--- src/rtl/core/assert_macros.svh ---
// Assertion helpers shared by the RTL that checks itself.
`ifndef ASSERT_MACROS_SVH
`define ASSERT_MACROS_SVH

// Property must hold at every clock edge outside reset.
`define GRM_ASSERT(lbl, clk, rst_n, prop, msg) \
  lbl: assert property (@(posedge clk) disable iff (!rst_n) prop) \
    else $error(msg);

// Expression must never be true outside reset.
`define GRM_ASSERT_NEVER(lbl, clk, rst_n, expr, msg) \
  lbl: assert property (@(posedge clk) disable iff (!rst_n) !(expr)) \
    else $error(msg);

`endif

--- src/rtl/core/grm_pkg.sv ---
`default_nettype none

package grm_pkg;

  localparam int unsigned MASK_WIDTH_MAX_DEF  = 8;
  localparam int unsigned MASK_HEIGHT_MAX_DEF = 8;

  localparam int unsigned COORD_W   = 3;
  localparam int unsigned TILE_W    = 8;
  localparam int unsigned SIZE_W    = 4;
  localparam int unsigned CFG_IDX_W = 2;

  localparam logic [CFG_IDX_W-1:0] CFG_WIDTH  = 2'd0;
  localparam logic [CFG_IDX_W-1:0] CFG_HEIGHT = 2'd1;

  typedef struct packed {
    logic              present;
    logic [TILE_W-1:0] col;
    logic [TILE_W-1:0] row;
  } cell_t;

  typedef struct packed {
    logic               valid;
    logic [COORD_W-1:0] u_start;
    logic [COORD_W-1:0] v_start;
    logic [COORD_W-1:0] u_end;
    logic [COORD_W-1:0] v_end;
    logic [TILE_W-1:0]  tile_col;
    logic [TILE_W-1:0]  tile_row;
    logic               last;
  } rect_t;

endpackage

`default_nettype wire

--- src/rtl/core/grm_ram.sv ---
`default_nettype none

module grm_ram
  import grm_pkg::*;
#(
  parameter int unsigned WIDTH = $bits(cell_t),
  parameter int unsigned DEPTH = MASK_WIDTH_MAX_DEF * MASK_HEIGHT_MAX_DEF,
  localparam int unsigned AW   = (DEPTH > 1) ? $clog2(DEPTH) : 1
) (
  input  wire logic             clk_i,
  input  wire logic             we_i,
  input  wire logic [AW-1:0]    waddr_i,
  input  wire logic [WIDTH-1:0] wdata_i,
  input  wire logic [AW-1:0]    raddr_i,
  output logic      [WIDTH-1:0] rdata_o
);

  logic [WIDTH-1:0] mem_q [DEPTH];

  always_ff @(posedge clk_i) begin
    if (we_i) begin
      mem_q[waddr_i] <= wdata_i;
    end
    rdata_o <= mem_q[raddr_i];
  end

endmodule

`default_nettype wire

--- src/rtl/core/grm_merge.sv ---
`default_nettype none

module grm_merge
  import grm_pkg::*;
#(
  parameter int unsigned MASK_WIDTH_MAX  = MASK_WIDTH_MAX_DEF,
  parameter int unsigned MASK_HEIGHT_MAX = MASK_HEIGHT_MAX_DEF,
  localparam int unsigned DEPTH = MASK_WIDTH_MAX * MASK_HEIGHT_MAX,
  localparam int unsigned AW    = (DEPTH > 1) ? $clog2(DEPTH) : 1
) (
  input  wire logic              clk_i,
  input  wire logic              rst_ni,
  input  wire logic              kick_i,
  input  wire logic [SIZE_W-1:0] width_i,
  input  wire logic [SIZE_W-1:0] height_i,
  output logic      [AW-1:0]     rd_addr_o,
  output logic                   clr_we_o,
  input  wire cell_t             rd_data_i,
  output logic                   busy_o,
  output logic                   out_strobe_o,
  output rect_t                  out_rect_o
);

  localparam int unsigned LIN_W = COORD_W + SIZE_W;

  localparam logic [3:0] S_IDLE     = 4'd0;
  localparam logic [3:0] S_SCAN_RD  = 4'd1;
  localparam logic [3:0] S_SCAN_EV  = 4'd2;
  localparam logic [3:0] S_RIGHT_RD = 4'd3;
  localparam logic [3:0] S_RIGHT_EV = 4'd4;
  localparam logic [3:0] S_DOWN_RD  = 4'd5;
  localparam logic [3:0] S_DOWN_EV  = 4'd6;
  localparam logic [3:0] S_EMIT     = 4'd7;
  localparam logic [3:0] S_FIN      = 4'd8;
  localparam logic [3:0] S_CLEAR    = 4'd9;

  logic [3:0]           state_q, state_d;
  logic [COORD_W-1:0]   u_q, u_d, v_q, v_d, u1_q, u1_d, v1_q, v1_d, xx_q, xx_d;
  logic [COORD_W-1:0]   yy_q, yy_d;
  logic [2*TILE_W-1:0]  tile_q, tile_d;
  rect_t                pend_q, pend_d, out_q, out_d;
  logic                 pend_valid_q, pend_valid_d;
  logic                 strobe_q, strobe_d;

  logic [COORD_W-1:0]   cur_row, cur_col;
  logic [LIN_W-1:0]     lin_addr;
  logic                 cell_live, cell_match;

  // True when x + k is still inside a dimension of size lim.
  function automatic logic fits(logic [COORD_W-1:0] x, logic [1:0] k,
                                logic [SIZE_W-1:0] lim);
    return (SIZE_W'(x) + SIZE_W'(k)) < lim;
  endfunction

  // Cell coordinates of the access in flight; RD and EV states share them.
  always_comb begin
    unique case (state_q) inside
      S_RIGHT_RD, S_RIGHT_EV: begin
        cur_row = v_q;
        cur_col = u1_q + COORD_W'(1);
      end
      S_DOWN_RD, S_DOWN_EV: begin
        cur_row = v1_q + COORD_W'(1);
        cur_col = xx_q;
      end
      S_CLEAR: begin
        cur_row = yy_q;
        cur_col = xx_q;
      end
      default: begin
        cur_row = v_q;
        cur_col = u_q;
      end
    endcase
  end

  // Shared address unit: row * width + column.
  assign lin_addr  = LIN_W'(cur_row) * LIN_W'(width_i) + LIN_W'(cur_col);
  assign rd_addr_o = lin_addr[AW-1:0];
  assign clr_we_o  = (state_q == S_CLEAR);

  assign cell_live  = rd_data_i.present;
  assign cell_match = cell_live && ({rd_data_i.col, rd_data_i.row} == tile_q);

  always_comb begin
    state_d      = state_q;
    u_d          = u_q;
    v_d          = v_q;
    u1_d         = u1_q;
    v1_d         = v1_q;
    xx_d         = xx_q;
    yy_d         = yy_q;
    tile_d       = tile_q;
    pend_d       = pend_q;
    pend_valid_d = pend_valid_q;
    out_d        = out_q;
    strobe_d     = 1'b0;

    unique case (state_q)
      S_IDLE: begin
        if (kick_i) begin
          u_d          = '0;
          v_d          = '0;
          pend_valid_d = 1'b0;
          state_d      = S_SCAN_RD;
        end
      end
      S_SCAN_RD: state_d = S_SCAN_EV;
      S_SCAN_EV: begin
        if (cell_live) begin
          tile_d = {rd_data_i.col, rd_data_i.row};
          u1_d   = u_q;
          v1_d   = v_q;
          xx_d   = u_q;
          if (fits(u_q, 2'd1, width_i)) begin
            state_d = S_RIGHT_RD;
          end else if (fits(v_q, 2'd1, height_i)) begin
            state_d = S_DOWN_RD;
          end else begin
            state_d = S_EMIT;
          end
        end else if (fits(u_q, 2'd1, width_i)) begin
          u_d     = u_q + COORD_W'(1);
          state_d = S_SCAN_RD;
        end else if (fits(v_q, 2'd1, height_i)) begin
          u_d     = '0;
          v_d     = v_q + COORD_W'(1);
          state_d = S_SCAN_RD;
        end else begin
          state_d = S_FIN;
        end
      end
      S_RIGHT_RD: state_d = S_RIGHT_EV;
      S_RIGHT_EV: begin
        v1_d = v_q;
        xx_d = u_q;
        if (cell_match && fits(u1_q, 2'd2, width_i)) begin
          u1_d    = u1_q + COORD_W'(1);
          state_d = S_RIGHT_RD;
        end else begin
          if (cell_match) begin
            u1_d = u1_q + COORD_W'(1);
          end
          state_d = fits(v_q, 2'd1, height_i) ? S_DOWN_RD : S_EMIT;
        end
      end
      S_DOWN_RD: state_d = S_DOWN_EV;
      S_DOWN_EV: begin
        if (!cell_match) begin
          state_d = S_EMIT;
        end else if (xx_q != u1_q) begin
          xx_d    = xx_q + COORD_W'(1);
          state_d = S_DOWN_RD;
        end else begin
          // Whole span of the next row matches: take the row.
          v1_d    = v1_q + COORD_W'(1);
          xx_d    = u_q;
          state_d = fits(v1_q, 2'd2, height_i) ? S_DOWN_RD : S_EMIT;
        end
      end
      S_EMIT: begin
        // Hold each rectangle back one step so the final one can carry last.
        strobe_d          = pend_valid_q;
        out_d             = pend_q;
        out_d.last        = 1'b0;
        pend_d.valid      = 1'b1;
        pend_d.u_start    = u_q;
        pend_d.v_start    = v_q;
        pend_d.u_end      = u1_q;
        pend_d.v_end      = v1_q;
        pend_d.tile_col   = tile_q[2*TILE_W-1:TILE_W];
        pend_d.tile_row   = tile_q[TILE_W-1:0];
        pend_d.last       = 1'b0;
        pend_valid_d      = 1'b1;
        xx_d              = u_q;
        yy_d              = v_q;
        state_d           = S_CLEAR;
      end
      S_CLEAR: begin
        // Zero one covered cell per cycle so later reads see it empty.
        if (xx_q != u1_q) begin
          xx_d = xx_q + COORD_W'(1);
        end else if (yy_q != v1_q) begin
          xx_d = u_q;
          yy_d = yy_q + COORD_W'(1);
        end else if (fits(u_q, 2'd1, width_i)) begin
          u_d     = u_q + COORD_W'(1);
          state_d = S_SCAN_RD;
        end else if (fits(v_q, 2'd1, height_i)) begin
          u_d     = '0;
          v_d     = v_q + COORD_W'(1);
          state_d = S_SCAN_RD;
        end else begin
          state_d = S_FIN;
        end
      end
      S_FIN: begin
        strobe_d   = 1'b1;
        out_d      = pend_valid_q ? pend_q : '0;
        out_d.last = 1'b1;
        state_d    = S_IDLE;
      end
      default: state_d = S_IDLE;
    endcase
  end

  always_ff @(posedge clk_i or negedge rst_ni) begin
    if (!rst_ni) begin
      state_q      <= S_IDLE;
      pend_valid_q <= 1'b0;
      strobe_q     <= 1'b0;
    end else begin
      state_q      <= state_d;
      pend_valid_q <= pend_valid_d;
      strobe_q     <= strobe_d;
    end
  end

  always_ff @(posedge clk_i) begin
    u_q    <= u_d;
    v_q    <= v_d;
    u1_q   <= u1_d;
    v1_q   <= v1_d;
    xx_q   <= xx_d;
    yy_q   <= yy_d;
    tile_q <= tile_d;
    pend_q <= pend_d;
    out_q  <= out_d;
  end

  assign busy_o       = (state_q != S_IDLE);
  assign out_strobe_o = strobe_q;
  assign out_rect_o   = out_q;

endmodule

`default_nettype wire

--- src/rtl/core/greedy_rectangle_merge_top.sv ---
`default_nettype none
`include "assert_macros.svh"

// Greedy rectangle merge over a tile mask of up to MASK_WIDTH_MAX x MASK_HEIGHT_MAX.
// Load: pulse start with one cell word (cell_present_i, tile_col_i, tile_row_i);
// it is taken at an edge where start is high and busy is low, in raster order,
// column fastest. Each accepted word loads one cell.
// The word that completes width_in_use x height_in_use cells starts the merge:
// busy rises the next cycle and stays high for the whole scan. The scan shares
// one address unit and the mask RAM: it reads and tests each mask cell, reads
// and tests cells while growing a rectangle right and then down, emits each
// rectangle, clears every cell it covers in the RAM and then finishes.
// The final word comes out in the same cycle that busy falls.
// Each rectangle appears for one cycle with rect_strobe_o; the last one of the
// mask carries last_rect_o, and an empty mask gives a single word with
// rect_valid_o low. The receiver cannot stall; every strobe word is final.
// Configuration: write width_in_use (index 0) or height_in_use (index 1) on the
// cfg channel, always ready, only while the block is idle. Values of 0 act as 1
// and values above the maximum act as the maximum.
// Reset clears the load count and the sequencer and sets both sizes to their
// maximum; mask contents stay undefined until loaded.
module greedy_rectangle_merge_top
  import grm_pkg::*;
#(
  parameter int unsigned MASK_WIDTH_MAX  = MASK_WIDTH_MAX_DEF,
  parameter int unsigned MASK_HEIGHT_MAX = MASK_HEIGHT_MAX_DEF
) (
  input  wire logic                 clk_i,
  input  wire logic                 rst_ni,
  input  wire logic                 start,
  output logic                      busy,
  input  wire logic                 cell_present_i,
  input  wire logic [TILE_W-1:0]    tile_col_i,
  input  wire logic [TILE_W-1:0]    tile_row_i,
  input  wire logic                 cfg_valid_i,
  output logic                      cfg_ready_o,
  input  wire logic [CFG_IDX_W-1:0] cfg_index_i,
  input  wire logic [SIZE_W-1:0]    cfg_data_i,
  output logic                      rect_strobe_o,
  output logic                      rect_valid_o,
  output logic [COORD_W-1:0]        u_start_o,
  output logic [COORD_W-1:0]        v_start_o,
  output logic [COORD_W-1:0]        u_end_o,
  output logic [COORD_W-1:0]        v_end_o,
  output logic [TILE_W-1:0]         rect_tile_col_o,
  output logic [TILE_W-1:0]         rect_tile_row_o,
  output logic                      last_rect_o
);

  localparam int unsigned DEPTH = MASK_WIDTH_MAX * MASK_HEIGHT_MAX;
  localparam int unsigned AW    = (DEPTH > 1) ? $clog2(DEPTH) : 1;
  localparam int unsigned CNT_W = $clog2(DEPTH + 1);
  localparam int unsigned TOT_W = 2 * SIZE_W;
  localparam logic [SIZE_W-1:0] W_MAX = SIZE_W'(MASK_WIDTH_MAX);
  localparam logic [SIZE_W-1:0] H_MAX = SIZE_W'(MASK_HEIGHT_MAX);

  logic [SIZE_W-1:0] width_q, width_d, height_q, height_d;
  logic [SIZE_W-1:0] width_eff, height_eff;
  logic [TOT_W-1:0]  total;
  logic [CNT_W-1:0]  count_q, count_d;
  logic [CNT_W:0]    count_inc;
  logic              accept, mask_done, kick;
  cell_t             wr_cell, rd_cell, ram_wdata;
  logic [AW-1:0]     rd_addr, ram_waddr;
  logic              clr_we, ram_we;
  rect_t             rect;
  logic              merge_busy;
  logic              rect_zero;

  function automatic logic [SIZE_W-1:0] clamp_size(logic [SIZE_W-1:0] v,
                                                   logic [SIZE_W-1:0] max);
    if (v == '0) begin
      return SIZE_W'(1);
    end
    return (v > max) ? max : v;
  endfunction

  assign cfg_ready_o = 1'b1;

  always_comb begin
    width_d  = width_q;
    height_d = height_q;
    if (cfg_valid_i && cfg_ready_o) begin
      unique case (cfg_index_i)
        CFG_WIDTH:  width_d  = cfg_data_i;
        CFG_HEIGHT: height_d = cfg_data_i;
        default: ;
      endcase
    end
  end

  assign width_eff  = clamp_size(width_q, W_MAX);
  assign height_eff = clamp_size(height_q, H_MAX);
  assign total      = TOT_W'(width_eff) * TOT_W'(height_eff);

  assign accept    = start && !busy;
  assign count_inc = (CNT_W + 1)'(count_q) + (CNT_W + 1)'(1);
  assign mask_done = TOT_W'(count_inc) >= total;
  assign kick      = accept && mask_done;

  // Restart the raster position once the mask is complete.
  assign count_d = accept ? (mask_done ? '0 : count_inc[CNT_W-1:0]) : count_q;

  assign wr_cell = cell_present_i ? cell_t'{present: 1'b1, col: tile_col_i, row: tile_row_i}
                                  : '0;

  // The merge owns the write port while busy; loads only happen while idle.
  assign ram_we    = accept || clr_we;
  assign ram_waddr = clr_we ? rd_addr : count_q[AW-1:0];
  assign ram_wdata = clr_we ? '0 : wr_cell;

  always_ff @(posedge clk_i or negedge rst_ni) begin
    if (!rst_ni) begin
      width_q  <= W_MAX;
      height_q <= H_MAX;
      count_q  <= '0;
    end else begin
      width_q  <= width_d;
      height_q <= height_d;
      count_q  <= count_d;
    end
  end

  grm_ram #(
    .WIDTH ($bits(cell_t)),
    .DEPTH (DEPTH)
  ) u_mask_ram (
    .clk_i   (clk_i),
    .we_i    (ram_we),
    .waddr_i (ram_waddr),
    .wdata_i (ram_wdata),
    .raddr_i (rd_addr),
    .rdata_o (rd_cell)
  );

  grm_merge #(
    .MASK_WIDTH_MAX  (MASK_WIDTH_MAX),
    .MASK_HEIGHT_MAX (MASK_HEIGHT_MAX)
  ) u_merge (
    .clk_i        (clk_i),
    .rst_ni       (rst_ni),
    .kick_i       (kick),
    .width_i      (width_eff),
    .height_i     (height_eff),
    .rd_addr_o    (rd_addr),
    .clr_we_o     (clr_we),
    .rd_data_i    (rd_cell),
    .busy_o       (merge_busy),
    .out_strobe_o (rect_strobe_o),
    .out_rect_o   (rect)
  );

  assign busy            = merge_busy;
  assign rect_valid_o    = rect.valid;
  assign u_start_o       = rect.u_start;
  assign v_start_o       = rect.v_start;
  assign u_end_o         = rect.u_end;
  assign v_end_o         = rect.v_end;
  assign rect_tile_col_o = rect.tile_col;
  assign rect_tile_row_o = rect.tile_row;
  assign last_rect_o     = rect.last;

  assign rect_zero = (u_start_o == '0) && (v_start_o == '0) && (u_end_o == '0) &&
                     (v_end_o == '0) && (rect_tile_col_o == '0) && (rect_tile_row_o == '0);

  `GRM_ASSERT(a_busy_from_kick, clk_i, rst_ni, $rose(busy) |-> $past(start && !busy), "busy rose without an accepted word")
  `GRM_ASSERT(a_last_ends_merge, clk_i, rst_ni, rect_strobe_o |-> (last_rect_o == !busy), "last flag out of step")
  `GRM_ASSERT(a_empty_is_zero, clk_i, rst_ni, (rect_strobe_o && !rect_valid_o) |-> (last_rect_o && rect_zero), "empty word not clean")
  `GRM_ASSERT_NEVER(a_rect_order, clk_i, rst_ni, rect_strobe_o && rect_valid_o && (u_end_o < u_start_o || v_end_o < v_start_o), "corners reversed")

endmodule

`default_nettype wire
--- config.mk ---
export PLATFORM = sky130hd
export DESIGN_NAME = greedy_rectangle_merge_top
export DESIGN_NICKNAME = d
export VERILOG_FILES = /design/src/rtl/core/grm_pkg.sv /design/src/rtl/core/grm_ram.sv /design/src/rtl/core/grm_merge.sv /design/src/rtl/core/greedy_rectangle_merge_top.sv
export VERILOG_INCLUDE_DIRS = /design/src /design/src/rtl/core
export SDC_FILE = /design/constraint.sdc
export NUM_CORES = 1
export LEC_CHECK = 0
export BUFFER_PORTS_ARGS = -buffer_cell sky130_fd_sc_hd__buf_2
export CAP_MARGIN = 30
export CORE_MARGIN = 3
export CORE_UTILIZATION = 47
export DETAILED_ROUTE_END_ITERATION = 10
export GPL_TIMING_DRIVEN = 1
export SETUP_SLACK_MARGIN = 0.2
export SKIP_CTS_REPAIR_TIMING = 1
export SYNTH_ARGS = -nofsm -noshare
export SYNTH_HDL_FRONTEND = slang
export SYNTH_HIERARCHICAL = 1
export SYNTH_SLANG_ARGS = --single-unit
--- constraint.sdc ---
create_clock -name clk_i -period 17.5 [get_ports clk_i]
set_input_delay 0 -clock clk_i [delete_from_list [all_inputs] [get_ports clk_i]]
set_output_delay 0 -clock clk_i [all_outputs]
set_load 0.01 [all_outputs]
Word-level counts from Yosys, hierarchy flattened

Memory sizes are Yosys's and may differ from the RTL's. A register that Yosys moved wholly into a read port is not among the register bits.
Cells that the tools add are included.
W data, S select, Z words.

Flip-flop bits (word level): 113
Memories kept: 1
Bits in writable memories: 1088
Word-level logic and storage cells: 167

$add $sub $neg: 12
$lt $le $gt $ge: 7
Reductions and logical operators: 32
Multipliers: 2
Mux-type cells: 63
Equal/unequal tests: 23

Memories:

| name             | depth | bits a word | read ports | clocked after Yosys merged registers in | write ports | RTL line      | RTL |
|---|---|---|---|---|---|---|---|
| u_mask_ram.mem_q | 64    | 17          | 1          | 1                                       | 1           | grm_ram.sv:18 | `logic [WIDTH-1:0] mem_q [DEPTH];` |

Operators by type and width:

| cell                  | number |
|---|---|
| $mux W3               | 24 |
| $mux W4               | 15 |
| $pmux W30 S2          | 1 |
| $pmux W4 S9           | 1 |
| $mux W17              | 2 |
| $mux W30              | 1 |
| $pmux W3 S3           | 3 |
| $pmux W3 S2           | 4 |
| $add A3 B1 Y3 const B | 6 |
| $eq A16 B16 Y1        | 1 |
| $eq A4 B3 Y1 const B  | 4 |
| $lt A4 B4 Y1          | 4 |
| $logic_not A4 Y1      | 3 |
| $ne A2 B2 Y1 const B  | 6 |
| $pmux W3 S4           | 1 |
| $reduce_and A3 Y1     | 3 |
| $add A3 B1 Y4 const B | 2 |
| $add A3 B2 Y4 const B | 2 |
| $add A7 B1 Y8 const B | 1 |
| $eq A4 B2 Y1 const B  | 2 |
| $eq A4 B4 Y1 const B  | 2 |
| $ge A8 B8 Y1          | 1 |
| $gt A4 B4 Y1 const B  | 2 |
| $mul A4 B4 Y8         | 1 |
| 25 further kinds      | 47 |

Logic depth before layout (Yosys ltp)

Depth after elaboration: 9
Depth in mapped cells: 23

By module

The synthesis kept the hierarchy.

Modules (own cells, without submodules):

| module                     | area an instance (um^2) | times used | cells an instance |
|---|---|---|---|
| grm_ram                    | 42351.9                 | 1          | 1953 |
| grm_merge                  | 4908.5                  | 1          | 392 |
| greedy_rectangle_merge_top | 1621.6                  | 1          | 180 |

Least setup slack after synthesis

OpenSTA, ideal clock, no wires.

Path type: flip-flop to flip-flop
From: register u_merge.state_q[1]
To: memory u_mask_ram/mem_q[48][0] in the netlist's numbering (enable)
Path slack: 11.684 ns
Cell stages (with the launch flop): 20
Arrival: 5.403 ns
Required time: 17.088 ns
Cell sequence: dfrtp_1 > buf_2 > nand2b_1 > nor2_1 > buf_2 > a22oi_1 > nand2_1 > nand2_1 > fa_1 > inv_1 > fa_1 > fa_1 > a21o_1 > a21oi_1 > xnor2_1 > xnor2_1 > mux2_2 > clkbuf_1 > nand4b_1 > nor3_1

RTL lines:

| element                                                | RTL line                          | RTL |
|---|---|---|
| start: declaration                                     | grm_merge.sv:37                   | `logic [3:0] state_q, state_d;` |
| start signal: assignment                               | grm_merge.sv:213                  | `state_q <= state_d;` |
| $eq A4 B4 Y1 *                                         | grm_merge.sv:80                   | `assign clr_we_o = (state_q == S_CLEAR);` |
| net clr_we                                             | greedy_rectangle_merge_top.sv:65  | `logic clr_we, ram_we;` |
| $pmux W3 S2 / $reduce_or A3 Y1 (equally long branches) | -                                 |  |
| $mul A3 B4 Y6 / $pmux W3 S2 (equally long branches)    | grm_merge.sv:78, grm_merge.sv:57  |  |
| $add A6 B3 Y6 *                                        | grm_merge.sv:78                   | `assign lin_addr = LIN_W'(cur_row) * LIN_W'(width_i) + LIN_W'(cur_col);` |
| net rd_addr[5]                                         | greedy_rectangle_merge_top.sv:64  | `logic [AW-1:0] rd_addr, ram_waddr;` |
| $mux W6 *                                              | greedy_rectangle_merge_top.sv:109 | `assign ram_waddr = clr_we ? rd_addr : count_q[AW-1:0];` |
| net ram_waddr[5]                                       | greedy_rectangle_merge_top.sv:64  |  |
| end: declaration                                       | grm_ram.sv:18                     |  |

The timed path passes the listed nets; every way through them passes the cells marked *.

Worst setup path after layout

From: register u_merge.state_q[1]
To: memory u_mask_ram/mem_q[59][14] in the netlist's numbering (enable)

Same word-level chain as after synthesis.

==> impl_metrics.ini <==
[status]
status = completed

[layout]
layout-drive-gt1-share_pct = 23.0
fill_cells = 7925
syn_to_final_growth_pct = 13.1
nets = 2790

[synthesis]
synth_area_um2 = 48900
synth_largest_area_cell = edfxtp_1
synth.ff_latch_count = 1218
synth_edf_count = 1180
yosysTopAreaCellShare_pct = 72.5
synth_cell_types = 72
synth_nets = 2611
ys.flop_type = edfxtp_1
netlist_instances = 2525
synth_most_common_cell = edfxtp_1
synth_seq_area_share_pct = 74.3
ys.warnings.count = 6
async_reset_ff_share_pct = 1.72
ys_top_cells_by_area = edfxtp_1, mux4_2, mux2i_1
ys_top_cells_by_count = edfxtp_1, mux4_2, nor2_1, mux2i_1, a22oi_1
synth.avg_cell_area_um2 = 19.4

[timing]
tightestPinTransition_ns = 0.993
slew_headroom_pct = 33.5
period_minus_slack_ns = 7.18
setup_violations = 0
finalCritPeriodShare_pct = 41.1
setup_tns_ns = 0
hold_viol_final = 0
skew_ns = 0.0186
rsz0062_at_grt = no
slew_violations = 0
max_freq_mhz = 139

[global_routing]
grt_overflow_total = 0
grt_pass1_wl_um = 174000
track_usage_pct = 22.2
grt_max_degree = 131
grt_pass1_vias = 24900
antenna_found_initial = 5

[clock_network]
cts_root_buf = clkbuf_16
clock_latency_ns = 0.70
cts_tree = yes
cts_buffer_depth = 3
clock_sinks = 1218
htree_levels = 3
numCtsBuffers = 120
clkTransAtPathRegs_ns = 0.06

[floorplan]
die-area_um2 = 108000
dieWidth_um = 328
row_count = 117
fp.dieH_um = 328
pin_count = 60
core-area_um2 = 102000
start_util_pct = 47.7

[worst_hold_path]
hold_start = cfg_data_i[3]
holdCritPathClass = input pin to flop
whs_path_depth = 3
holdPathEnd = height_q[3]

[placed_design]
place_congestion = 0.908
hpwl_um = 71600
place.port_buffers = 58

[worst_setup_path]
worstPathArrival_ns = 7.57
crit_start = u_merge/state_q[1]
r2r_end = u_mask_ram/mem_q[59][14]
crit_required_ns = 17.89
critPathSlowestCell = nor2_1
start_kind = flop
path_cells = nand2b_1 > nor2_2 > nor2_1 > a221o_2 > nand2_1 > fa_1 > inv_1 > fa_1 > fa_4 > a21o_1 > a21oi_1 > xnor2_1 > xnor2_1 > mux2_2 > nand3_1 > nor2_1 > buf_4
max_stage_delay_ns = 0.84
r2r_slack_ns = 10.32
rr_worst_depth = 17
endpoint_kind = flop
critPathBufInv = 2
rr_startpoint = u_merge/state_q[1]
crit_family = simple AND/OR/NAND/NOR gates
path_class = flop to flop
cp_max_fo = 20

[detailed_routing]
drt_iter0_markers = 2720
wire_per_inst_um = 28.5
drt_wl_total_um = 119000
vias = 25000
ant_nets = 0
via_per_inst = 5.97
drc_errors = 0
drtPass1Iterations = 6

[run]
max_cap_viol_count = 0
[placed cells by master (no fill, tap or decap), drive strengths merged, types with 29 or more instances in the layout]
| master | n |
|---|---|
| nor2 | 141 |
| ha | 51 |
| nor2b | 61 |
| a221oi | 46 |
| mux2 | 29 |
| nand2 | 63 |
| edfxtp | 1180 |
| mux2i | 130 |
| inv | 37 |
| mux4 | 216 |
| clkinv | 54 |
| buf | 169 |
| xnor2 | 36 |
| o21ai | 31 |
| clkbuf | 145 |
| and2 | 30 |
| a22oi | 65 |
| a21oi | 38 |
[worst min-delay path, delay by kind of cell]
| family | cells | cell delay (ns) |
|---|---|---|
| mux | 1 | 0.13 |
| buf+inv | 2 | 0.63 |
[final cells by class]
type	count	area, um2	area share (%)
clock buffer	145	3130	5.66
antenna	3	7.51	0.0136
inverter	32	120	0.217
sequential	1218	36300	65.7
tap	1368	1710	3.10
clock inverter	82	762	1.38
timing repair buffer	185	1440	2.60
multi-input combinational	1147	11800	21.4
[worst max path at each step]
stage | endpoint | depth (start not counted)
final | u_mask_ram/mem_q[59][14] | 17
after floorplan | u_mask_ram/mem_q[48][0] | 19
after global placement | u_mask_ram/rdata_o[12] | 14
after detailed placement | u_mask_ram/rdata_o[4] | 15
after CTS | u_mask_ram/rdata_o[4] | 15
after global routing | u_mask_ram/mem_q[58][13] | 17
[sequential cells by signal (all words and copies together) (netlist names)]
signal and flops:
u_merge/state_q 4, u_merge/out_strobe_o 1, width_q 4, u_merge/xx_q 3, u_merge/v_q 3, u_merge/pend_q 28
u_merge/yy_q 3, u_merge/u1_q 3, u_merge/u_q 3, u_merge/pend_valid_q 1, u_merge/tile_q 16, u_mask_ram/rdata_o 17
u_merge/v1_q 3, u_mask_ram/mem_q 1088, count_q 7, u_merge/out_rect_o 30, height_q 4
[routing by layer]
| layer | part of all wire [%] | global-route usage (%) | up-vias |
|---|---|---|---|
| met1 | 42 | 32.2 | 13200 |
| li1 | - | - | 10600 |
| met5 | 0 | 0 | - |
| met4 | 2.3 | 5.79 | 0 |
| met3 | 7.1 | 3.27 | 162 |
| met2 | 48 | 35.6 | 1004 |
[per-stage QoR]
step	utilization, %	hold slack [ns]	instance area [um2]	setup slack, ns	instances
after floorplan	-	-0.296	48900	11.68	2525
after global placement	49.8	0.0107	51000	10.37	3924
after detailed placement	49.9	0.0279	51100	10.36	3931
after CTS	53.7	-0.717	55000	10.32	4158
after global routing	53.9	0.115	55300	9.90	4177
final	53.9	0.106	55300	10.32	4180
[cell families (layout without fill, tap and decap cells)]
group | count (synthesis) | after routing | share of synthesized area [%]
AO/OA/AOI/OAI | 259 | 259 | 3.97
XOR/XNOR | 44 | 44 | 0.788
adder cells (fa/ha/maj) | 59 | 59 | 1.63
buffers and inverters | 160 | 444 | 1.84
flip-flops | 1218 | 1218 | 74.3
multiplexers | 375 | 375 | 13.3
other | 1 | 4 | 0.00767
AND/OR/NAND/NOR | 409 | 409 | 4.21
Power is not shown: default switching activity piles up to over one toggle a cycle in this logic, so the estimate is an artifact.
